$ cat src/rtl/core/utf8_to_codepoint_stream_decoder_macros.svh
// ----------------------------------------------------------------------------
// UTF-8 decoder assertion macros
// Shared concurrent assertion forms for the decoder RTL.
// ----------------------------------------------------------------------------
`ifndef UTF8_TO_CODEPOINT_STREAM_DECODER_MACROS_SVH
`define UTF8_TO_CODEPOINT_STREAM_DECODER_MACROS_SVH

// Check an implication or expression on every clock outside reset.
`define U8D_ASSERT(lbl, clk, rstn, prop) \
  lbl: assert property (@(posedge clk) disable iff (!rstn) (prop)) \
    else $error("u8d assertion failed");

// Check that a condition in one cycle leads to another in the next.
`define U8D_ASSERT_NEXT(lbl, clk, rstn, ante, cons) \
  lbl: assert property (@(posedge clk) disable iff (!rstn) (ante) |=> (cons)) \
    else $error("u8d sequencing assertion failed");

`endif

$ cat src/rtl/core/u8d_pkg.sv
// ----------------------------------------------------------------------------
// UTF-8 decoder package
// Types, constants and decode functions shared by the decoder modules.
// ----------------------------------------------------------------------------
`default_nettype none

package u8d_pkg;

  localparam int unsigned HeldDepth = 3;
  localparam int unsigned BufDepth  = HeldDepth + 1;

  localparam logic [2:0] LenInvalid = 3'd0;

  typedef logic [BufDepth-1:0][7:0] buf_t;

  typedef struct packed {
    logic       valid;
    buf_t       bytes;
    logic [2:0] count;
  } batch_t;

  typedef struct packed {
    logic [20:0] cp;
    logic        invalid;
    logic [2:0]  used;
  } dec_t;

  function automatic logic [2:0] lead_len(input logic [7:0] b);
    logic [2:0] len;
    len = LenInvalid;
    if (!b[7]) begin
      len = 3'd1;
    end else if (b[7:5] == 3'b110) begin
      len = 3'd2;
    end else if (b[7:4] == 4'b1110) begin
      len = 3'd3;
    end else if (b[7:3] == 5'b11110) begin
      len = 3'd4;
    end
    return len;
  endfunction

  function automatic dec_t decode(input buf_t b, input logic [2:0] cap);
    dec_t       r;
    logic [2:0] len;
    len       = lead_len(b[0]);
    r.cp      = '0;
    r.invalid = 1'b1;
    r.used    = 3'd1;
    if (len != LenInvalid && len <= cap) begin
      r.invalid = 1'b0;
      r.used    = len;
      case (len)
        3'd1:    r.cp = {14'd0, b[0][6:0]};
        3'd2:    r.cp = {10'd0, b[0][4:0], b[1][5:0]};
        3'd3:    r.cp = {5'd0, b[0][3:0], b[1][5:0], b[2][5:0]};
        3'd4:    r.cp = {b[0][2:0], b[1][5:0], b[2][5:0], b[3][5:0]};
        default: r.cp = '0;
      endcase
    end
    return r;
  endfunction

endpackage

`default_nettype wire

$ cat src/rtl/core/u8d_assemble.sv
// ----------------------------------------------------------------------------
// UTF-8 decoder byte assembler
// Holds the bytes of an open sequence and releases a batch when it is
// complete, the lead byte is not a multi-byte lead, or the string ends.
// ----------------------------------------------------------------------------
`default_nettype none
`include "utf8_to_codepoint_stream_decoder_macros.svh"

module u8d_assemble
  import u8d_pkg::*;
(
  input  wire logic       clk_i,
  input  wire logic       rst_ni,
  input  wire logic       byte_valid_i,
  input  wire logic [7:0] byte_i,
  input  wire logic       end_i,
  output logic            byte_ready_o,
  output batch_t          batch_o,
  input  wire logic       batch_ready_i
);

  logic [HeldDepth-1:0][7:0] held_q;
  logic [1:0]                held_cnt_q, held_cnt_d;
  logic [2:0]                need_q, need_d;

  buf_t       buf_w;
  logic [2:0] n_w;
  logic [2:0] lead_w;
  logic       done_w;
  logic       accept_w;

  always_comb begin
    for (int i = 0; i < HeldDepth; i++) begin
      buf_w[i] = (held_cnt_q == 2'(i)) ? byte_i : held_q[i];
    end
    buf_w[HeldDepth] = byte_i;
    n_w    = {1'b0, held_cnt_q} + 3'd1;
    lead_w = lead_len(byte_i);
    if (held_cnt_q == 2'd0) begin
      done_w = end_i || lead_w <= 3'd1;
    end else begin
      done_w = end_i || n_w >= need_q;
    end
  end

  assign byte_ready_o = batch_ready_i;
  assign accept_w     = byte_valid_i && byte_ready_o;

  assign batch_o.valid = accept_w && done_w;
  assign batch_o.bytes = buf_w;
  assign batch_o.count = n_w;

  always_comb begin
    held_cnt_d = held_cnt_q;
    need_d     = need_q;
    if (accept_w) begin
      if (done_w) begin
        held_cnt_d = '0;
        need_d     = LenInvalid;
      end else begin
        held_cnt_d = n_w[1:0];
        need_d     = (held_cnt_q == 2'd0) ? lead_w : need_q;
      end
    end
  end

  always_ff @(posedge clk_i or negedge rst_ni) begin
    if (!rst_ni) begin
      held_cnt_q <= '0;
      need_q     <= LenInvalid;
    end else begin
      held_cnt_q <= held_cnt_d;
      need_q     <= need_d;
    end
  end

  always_ff @(posedge clk_i) begin
    if (accept_w && !done_w && held_cnt_q != 2'd3) begin
      held_q[held_cnt_q] <= byte_i;
    end
  end

  `U8D_ASSERT(a_held_below_need, clk_i, rst_ni,
              held_cnt_q != 2'd0 |-> {1'b0, held_cnt_q} < need_q)
  `U8D_ASSERT(a_need_clear_when_empty, clk_i, rst_ni,
              held_cnt_q == 2'd0 |-> need_q == LenInvalid)
  `U8D_ASSERT_NEXT(a_hold_grows, clk_i, rst_ni, accept_w && !done_w, held_cnt_q != 2'd0)

endmodule

`default_nettype wire

$ cat src/rtl/core/u8d_emit.sv
// ----------------------------------------------------------------------------
// UTF-8 decoder result emitter
// Decodes one code point per cycle, while the output register is free, from
// the current batch into the output register.
// ----------------------------------------------------------------------------
`default_nettype none
`include "utf8_to_codepoint_stream_decoder_macros.svh"

module u8d_emit
  import u8d_pkg::*;
(
  input  wire logic    clk_i,
  input  wire logic    rst_ni,
  input  wire batch_t  batch_i,
  output logic         batch_ready_o,
  output logic         res_valid_o,
  output logic [20:0]  res_cp_o,
  output logic         res_invalid_o,
  output logic [2:0]   res_used_o,
  output logic         res_last_o,
  input  wire logic    res_ready_i
);

  logic        bat_valid_q;
  buf_t        bytes_q;
  logic [2:0]  rem_q;

  logic        out_valid_q;
  logic [20:0] cp_q;
  logic        inv_q;
  logic [2:0]  used_q;
  logic        last_q;

  dec_t        res_w;
  logic        out_free_w;
  logic        emit_w;
  logic        last_w;

  assign res_w         = decode(bytes_q, rem_q);
  assign out_free_w    = !out_valid_q || res_ready_i;
  assign emit_w        = bat_valid_q && out_free_w;
  assign last_w        = res_w.used >= rem_q;
  assign batch_ready_o = !bat_valid_q || (emit_w && last_w);

  always_ff @(posedge clk_i or negedge rst_ni) begin
    if (!rst_ni) begin
      bat_valid_q <= 1'b0;
      out_valid_q <= 1'b0;
    end else begin
      if (batch_ready_o) begin
        bat_valid_q <= batch_i.valid;
      end
      if (emit_w) begin
        out_valid_q <= 1'b1;
      end else if (res_ready_i) begin
        out_valid_q <= 1'b0;
      end
    end
  end

  always_ff @(posedge clk_i) begin
    if (batch_ready_o && batch_i.valid) begin
      bytes_q <= batch_i.bytes;
      rem_q   <= batch_i.count;
    end else if (emit_w) begin
      bytes_q <= bytes_q >> {res_w.used, 3'b000};
      rem_q   <= rem_q - res_w.used;
    end
    if (emit_w) begin
      cp_q   <= res_w.cp;
      inv_q  <= res_w.invalid;
      used_q <= res_w.used;
      last_q <= last_w;
    end
  end

  assign res_valid_o   = out_valid_q;
  assign res_cp_o      = cp_q;
  assign res_invalid_o = inv_q;
  assign res_used_o    = used_q;
  assign res_last_o    = last_q;

  `U8D_ASSERT(a_rem_in_range, clk_i, rst_ni,
              bat_valid_q |-> rem_q != 3'd0 && rem_q <= 3'd4)
  `U8D_ASSERT(a_invalid_shape, clk_i, rst_ni,
              out_valid_q && inv_q |-> cp_q == 21'd0 && used_q == 3'd1)
  `U8D_ASSERT_NEXT(a_batch_continues, clk_i, rst_ni, emit_w && !last_w, bat_valid_q)

endmodule

`default_nettype wire

$ cat src/rtl/core/utf8_to_codepoint_stream_decoder.sv
// ----------------------------------------------------------------------------
// UTF-8 to code point stream decoder
// Turns a byte stream of UTF-8 strings into a stream of code points.
// ----------------------------------------------------------------------------
// Slave channel: one byte per request, tlast on the final byte of a string.
// Master channel: one code point per request; tuser flags a bad lead byte or
// a sequence cut short by the end of the string; tlast marks the final
// result caused by one input byte.
// Bytes of an open multi-byte sequence are held and give no result until
// the sequence completes or the string ends.
// The completing byte's batch is registered in the emitter, then decoded into the output register.
// Rate: one byte per cycle while each byte gives at most one result and the receiver does not stall.
// A string that ends inside a sequence gives up to three results, one per
// cycle while the receiver accepts them, from the single result decoder, and stalls the slave side meanwhile.
// Reset clears held bytes and drops any pending result.
// When the receiver stalls, the output register holds and one completed
// batch waits behind it; further bytes are refused until it drains.
// ----------------------------------------------------------------------------
`default_nettype none

module utf8_to_codepoint_stream_decoder
  import u8d_pkg::*;
(
  input  wire logic        clk_i,
  input  wire logic        rst_ni,
  input  wire logic        s_axis_tvalid,
  output logic             s_axis_tready,
  input  wire logic [7:0]  s_axis_tdata,   // [7:0] data_byte
  input  wire logic        s_axis_tlast,   // end_of_string
  output logic             m_axis_tvalid,
  input  wire logic        m_axis_tready,
  output logic [23:0]      m_axis_tdata,   // [20:0] codepoint, [23:21] bytes_used
  output logic             m_axis_tuser,   // invalid
  output logic             m_axis_tlast    // last_of_run
);

  batch_t      batch_w;
  logic        batch_ready_w;
  logic [20:0] cp_w;
  logic [2:0]  used_w;

  u8d_assemble u_assemble (
    .clk_i         (clk_i),
    .rst_ni        (rst_ni),
    .byte_valid_i  (s_axis_tvalid),
    .byte_i        (s_axis_tdata),
    .end_i         (s_axis_tlast),
    .byte_ready_o  (s_axis_tready),
    .batch_o       (batch_w),
    .batch_ready_i (batch_ready_w)
  );

  u8d_emit u_emit (
    .clk_i         (clk_i),
    .rst_ni        (rst_ni),
    .batch_i       (batch_w),
    .batch_ready_o (batch_ready_w),
    .res_valid_o   (m_axis_tvalid),
    .res_cp_o      (cp_w),
    .res_invalid_o (m_axis_tuser),
    .res_used_o    (used_w),
    .res_last_o    (m_axis_tlast),
    .res_ready_i   (m_axis_tready)
  );

  assign m_axis_tdata = {used_w, cp_w};

endmodule

`default_nettype wire
$ cat config.mk
export PLATFORM = sky130hd
export DESIGN_NAME = utf8_to_codepoint_stream_decoder
export DESIGN_NICKNAME = d
export VERILOG_FILES = /design/src/rtl/core/u8d_pkg.sv /design/src/rtl/core/u8d_assemble.sv /design/src/rtl/core/u8d_emit.sv /design/src/rtl/core/utf8_to_codepoint_stream_decoder.sv
export VERILOG_INCLUDE_DIRS = /design/src /design/src/rtl/core
export SDC_FILE = /design/constraint.sdc
export NUM_CORES = 1
export LEC_CHECK = 0
export BUFFER_PORTS_ARGS = -buffer_cell sky130_fd_sc_hd__buf_2
export CORE_ASPECT_RATIO = 0.8
export CORE_MARGIN = 5
export CORE_UTILIZATION = 55
export DETAILED_ROUTE_END_ITERATION = 12
export PLACE_DENSITY_LB_ADDON = 0.15
export SYNTH_ARGS = -nofsm -noshare
export SYNTH_HDL_FRONTEND = slang
export SYNTH_SLANG_ARGS = --single-unit
$ cat constraint.sdc
create_clock -name clk_i -period 8.6 [get_ports clk_i]
set_input_delay 0.86 -clock clk_i [delete_from_list [all_inputs] [get_ports clk_i]]
set_output_delay 0.86 -clock clk_i [all_outputs]
set_load 0.005 [all_outputs]
# Yosys cells after proc, flatten, opt, wreduce, memory -nomap -nowiden
# Index checks and enable logic that the tools add are counted.
# W data, S select, Z words.
op_classes:
  magnitude_cmp: 6
  n_reduce_logical: 22
  mux: 26
  eq_ne: 13
  add_sub_neg: 2
  shifts: 1
op_table:
  columns: ["operator", "count"]
  rows:
  - ["$pmux W21 S4", 1]
  - ["$mux W32", 2]
  - ["$mux W3", 12]
  - ["$mux W8", 4]
  - ["$shr A32 B6 Y32", 1]
  - ["$bwmux W24", 1]
  - ["$demux W8 S2", 1]
  - ["$eq A5 B5 Y1 const B", 2]
  - ["$eq A3 B3 Y1 const B", 3]
  - ["$logic_and A1 B1 Y1", 9]
  - ["$eq A4 B4 Y1 const B", 2]
  - ["$eq A3 B2 Y1 const B", 2]
  - ["$ge A3 B3 Y1", 2]
  - ["$reduce_bool A2 Y1", 3]
  - ["$logic_or A1 B1 Y1", 4]
  - ["$mux W4", 1]
  - ["$add A2 B1 Y3 const B", 1]
  - ["$eq A3 B1 Y1 const B", 1]
  - ["$le A3 B1 Y1 const B", 1]
  - ["$le A3 B3 Y1", 1]
  - ["$logic_not A1 Y1", 3]
  - ["$lt A2 B3 Y1 const B", 1]
  - ["$mux W1", 3]
  - ["$reduce_bool A3 Y1", 1]
  - ["8 further kinds", 8]
totals:
  word_cells: 86
  output_inout_bits: 28
  reg_bits: 92
  in_bits: 13

# Logic depth before layout (Yosys ltp)
logic_depth:
  depth_word: 15
  depth_mapped: 20
  mapped_depth_nobuf: 15

# By module
# Synthesis repeated with hierarchy kept, for this count alone.
hier_totals:
  cells_unflattened: 406
  hier_area_um2: 4951.0
by_module_without_submodules:
  columns: ["mod", "area_per_inst_um2", "seq_area_each_um2", "cells_per_inst", "n_inst"]
  rows:
  - ["u8d_emit", 3424.5, 1881.8, 298, 1]
  - ["u8d_assemble", 1526.5, 845.8, 108, 1]

# Worst setup path after synthesis
# Ideal clock, no wire load.
synth_timing:
  path_kind: "register -> register"
  start: "reg u_emit.bytes_q[4] (netlist name)"
  end: "reg u_assemble.held_q[0] (netlist name), enable pin"
  setup_ns: 0.385
  arrival_time_ns: 4.198
  stages_incl_launch_ff: 19
  n_path_buf: 4
  t_required_ns: 8.215
  setup_slack_ns: 4.017
  synth_period_minus_slack_ns: 4.583
  cell_sequence: "edfxtp_1 > buf_2 > nor2b_1 > nand4_1 > clkinv_1 > clkbuf_1 > ha_1 > o21ai_0 > nor2_1 > clkbuf_1 > nor2_1 > inv_1 > ha_1 > a21oi_1 > a32oi_1 > o21ai_1 > buf_2 > nand3_1 > nor3b_1"
synth_rtl:
  columns: ["element", "line_no", "text"]
  rows:
  - ["from (decl)", "u8d_emit.sv:25", "buf_t bytes_q;"]
  - ["from (signal assigned)", "u8d_emit.sv:63", "bytes_q <= batch_i.bytes;"]
  - ["from (signal assigned)", "u8d_emit.sv:66", "bytes_q <= bytes_q >> {res_w.used, 3'b000};"]
  - ["to (signal, indexed assignment)", "u8d_assemble.sv:79", "held_q[held_cnt_q] <= byte_i;"]
  - ["to (decl)", "u8d_assemble.sv:22", "logic [HeldDepth-1:0][7:0] held_q;"]

==> results.py <==
metrics = {
    "synth": {
        "ys_types": 47,
        "avgSynthCellArea_sq_um": 12.6,
        "ys_async_sr_fraction_pct": 7.61,
        "synth_ff_type": "edfxtp_1",
        "ys_seq_area_share_pct": 58.0,
        "synth_area_sq_mm": 0.00470,
        "yosys_warnings": 0,
        "synth_edf_count": 85,
        "synth_fp_nets": 400,
        "ys_ff_latch": 92,
        "synthCells": 373,
    },
    "cts": {
        "cts.path.max_buffers": 2,
        "cts_inserted_buffers": 9,
        "cts_resized": 0,
        "cts_tree": "built",
        "cts_hold_buf": 0,
        "path_clk_slew_ns": 0.09,
        "cts_setup_buffers": 0,
        "cts_max_level": 3,
        "worstSkewPairLatency_ns": 0.36,
        "clock_sinks": 92,
        "cts_root_buf": "clkbuf_8",
    },
    "final_layout": {
        "fin_nets": 431,
        "area_delta_synth_final_pct": 8.89,
        "diodes": 0,
        "drive_gt1_share_pct": 15.6,
        "fillCellCount": 676,
        "stdcell_count": 521,
        "fin_util_pct": 60.9,
    },
    "placement": {
        "globalplace.congestion": 0.803,
        "io_buffers": 40,
        "hpwl_mm": 7.23,
        "dpl.cell_count": 505,
    },
    "die": {
        "start_util_pct": 55.9,
        "num_rows": 30,
        "ios": 41,
        "die_h_um": 92.7,
        "fp.dieW_um": 113,
        "core_area_sq_mm": 0.00841,
        "dieArea_sq_mm": 0.0105,
    },
    "routing": {
        "wl_per_cell_um": 19.6,
        "drc": 0,
        "ant_nets": 0,
        "vias": 3207,
        "first_pass_iters": 5,
        "totalWireLength_mm": 10.2,
        "drt_iter0_markers": 282,
        "viasPerCell": 6.16,
    },
    "worst_setup_path": {
        "cp-start-kind": "flop",
        "critPathRequiredTime_ns": 8.59,
        "cp.arrival_ns": 5.61,
        "critPathMaxFanout": 24,
        "rrSetupSlack_ns": 2.97,
        "crit_type": "reg2reg",
        "r2r_start": "u_emit.bytes_q[5]",
        "critPathLaunch": "u_emit.bytes_q[5]",
        "endpoint_kind": "flop",
    },
    "timing": {
        "slew_headroom_pct": 11.8,
        "drv_slew": 0,
        "min_period_over_period_pct": 65.4,
        "setup_violations": 0,
        "fmax_mhz": 178,
        "finalHoldViolCount": 0,
        "tns_ns": 0,
        "rsz0062_at_grt": "false",
        "worst_slew_pin_slew_ns": 1.31,
        "period_needed_ns": 5.63,
        "skew_ns": 0.00789,
    },
    "power": {
        "comb_power_share_pct": 43.9,
        "seq_power_share_pct": 42.9,
        "p_int_uw": 1210,
        "p_sw_uw": 809,
        "powerDensity_mw_per_mm2": 395,
        "power_leakage_uw": 0.00199,
        "p_sw_share_pct": 40.0,
        "clockPowerShare_pct": 13.2,
        "peakVddDrop_mv": 0.153,
    },
    "global_routing": {
        "grt_pass1_wl_mm": 16.4,
        "grt_use_total_pct": 20.3,
        "grt_max_degree": 29,
        "grt_pass1_vias": 3109,
        "grt_overflow": 0,
        "antenna_found_initial": 0,
    },
    "status": {
        "run_status": "finished clean",
    },
    "min_path": {
        "hold_class": "in2async",
    },
    "flow_run": {
        "max_cap_viol_count": 0,
    },
}
path summary, 6_finish.rpt:
path / to / cells past startpoint
worst min-delay path: u_emit.res_valid_o / 1
worst max-delay path: u_assemble.held_q[5] / 15
min in group clk_i: u_assemble.need_q[2] / 1
worst max register to register: u_assemble.held_q[5] / 15
max in group asynchronous: u_assemble.held_cnt_q[0] / 1
worst min register to register: u_assemble.need_q[2] / 1
Yosys cell counts (all sizes together), types with 7 or more instances:
cell,number,share of area (%)
edfxtp,85,54
o22a,8,1.5
a21oi,18,1.9
nand2,30,2.4
a22o,8,1.5
o21ai,17,1.8
nor2,13,1.0
a32oi,9,1.7
mux2i,42,8.9
buf,8,1.5
inv,19,1.5
a222oi,8,1.7
a2bb2oi,8,1.5
clkbuf,15,1.2
and3,13,1.8
dfrtp,7,3.7
ha,13,3.5
layout by cell type (no fill, tap or decap), types with 4 or more instances in the layout:
| cell type | synthesis | final |
|---|---|---|
| a21oi_1 | 18 | 18 |
| a222oi_1 | 8 | 8 |
| a22o_1 | 8 | 8 |
| a2bb2oi_1 | 8 | 8 |
| a32o_1 | 6 | 6 |
| a32oi_1 | 9 | 9 |
| and3_1 | 12 | 12 |
| buf_2 | 2 | 40 |
| clkbuf_8 | 0 | 9 |
| dfrtp_1 | 7 | 7 |
| edfxtp_1 | 85 | 85 |
| ha_1 | 13 | 13 |
| inv_1 | 19 | 19 |
| mux2i_1 | 42 | 42 |
| nand2_1 | 30 | 30 |
| nand2b_1 | 4 | 4 |
| nand3_1 | 6 | 6 |
| nor2_1 | 13 | 13 |
| nor2b_1 | 4 | 4 |
| o21ai_0 | 13 | 13 |
| o21ai_1 | 4 | 4 |
| o22a_1 | 8 | 8 |
cell families after synthesis:
logic type	Yosys count	synth area share (%)
AO/OA/AOI/OAI	94	15.0
XOR/XNOR	1	0.186
adder cells (fa/ha/maj)	14	3.89
buffers and inverters	43	4.31
flip-flops	92	58.0
multiplexers	43	9.26
AND/OR/NAND/NOR	86	9.37
flip-flops by register name, indices dropped and copies added, names as in the netlist:
name	count
u_emit.rem_q	3
u_emit.res_used_o	3
u_emit.res_last_o	1
u_emit.bytes_q	32
u_assemble.held_q	24
u_assemble.held_cnt_q	2
u_emit.bat_valid_q	1
u_emit.res_cp_o	21
u_emit.res_valid_o	1
u_assemble.need_q	3
u_emit.res_invalid_o	1
layer usage:
metal	up-vias	GRT usage, %	part of all wire [%]
met1	1535	26.8	43
li1	1512	-	-
met2	144	31.3	45
met3	16	8.10	11
met4	0	5.31	1.4
met5	-	0	0
power by group through the flow:
stage / Combinational (uW) / Sequential (uW) / Clock [uW]
CTS: 886 / 864 / 273
global route: 985 / 885 / 293
floorplan: 688 / 818 / 0
global placement: 863 / 870 / 0
detailed placement: 879 / 874 / 0
finish: 889 / 868 / 267
final cells by class:
cell class / instances / area (sq um) / share of cell area [%]
clock buffer: 9 / 124 / 2.42
inverter: 20 / 75.1 / 1.47
clock inverter: 7 / 58.8 / 1.15
sequential: 92 / 2730 / 53.3
multi-input combinational: 238 / 1770 / 34.6
tap: 112 / 140 / 2.74
timing repair buffer: 43 / 223 / 4.35
worst max-delay path, stage by stage, from the launching register on:
cell and delay [ns]:
edfxtp_1 0.63, nand4_1 0.38, clkinv_1 0.47, ha_1 0.45
nand3_1 0.08, o21ai_0 0.14, nor2_1 0.62, nor2_1 0.29
inv_1 0.12, ha_1 0.27, a21oi_1 0.17, a32oi_1 0.10
o21ai_1 0.15, buf_4 0.27, nand3_1 0.23, nor3b_1 0.88
per-stage QoR:
step	hold slack (ns)	area [sq um]	total power [uW]	worst slack [ns]
2_1_floorplan	0.462	4700	1510	4.02
3_3_place_gp	0.485	4940	1730	3.31
3_5_place_dp	0.482	4940	1750	2.99
4_1_cts	0.312	5120	2020	3.01
5_1_grt	0.312	5120	2160	2.57
6_report	0.320	5120	2020	2.97
No activity file was read; power rests on OpenSTA's default activity.
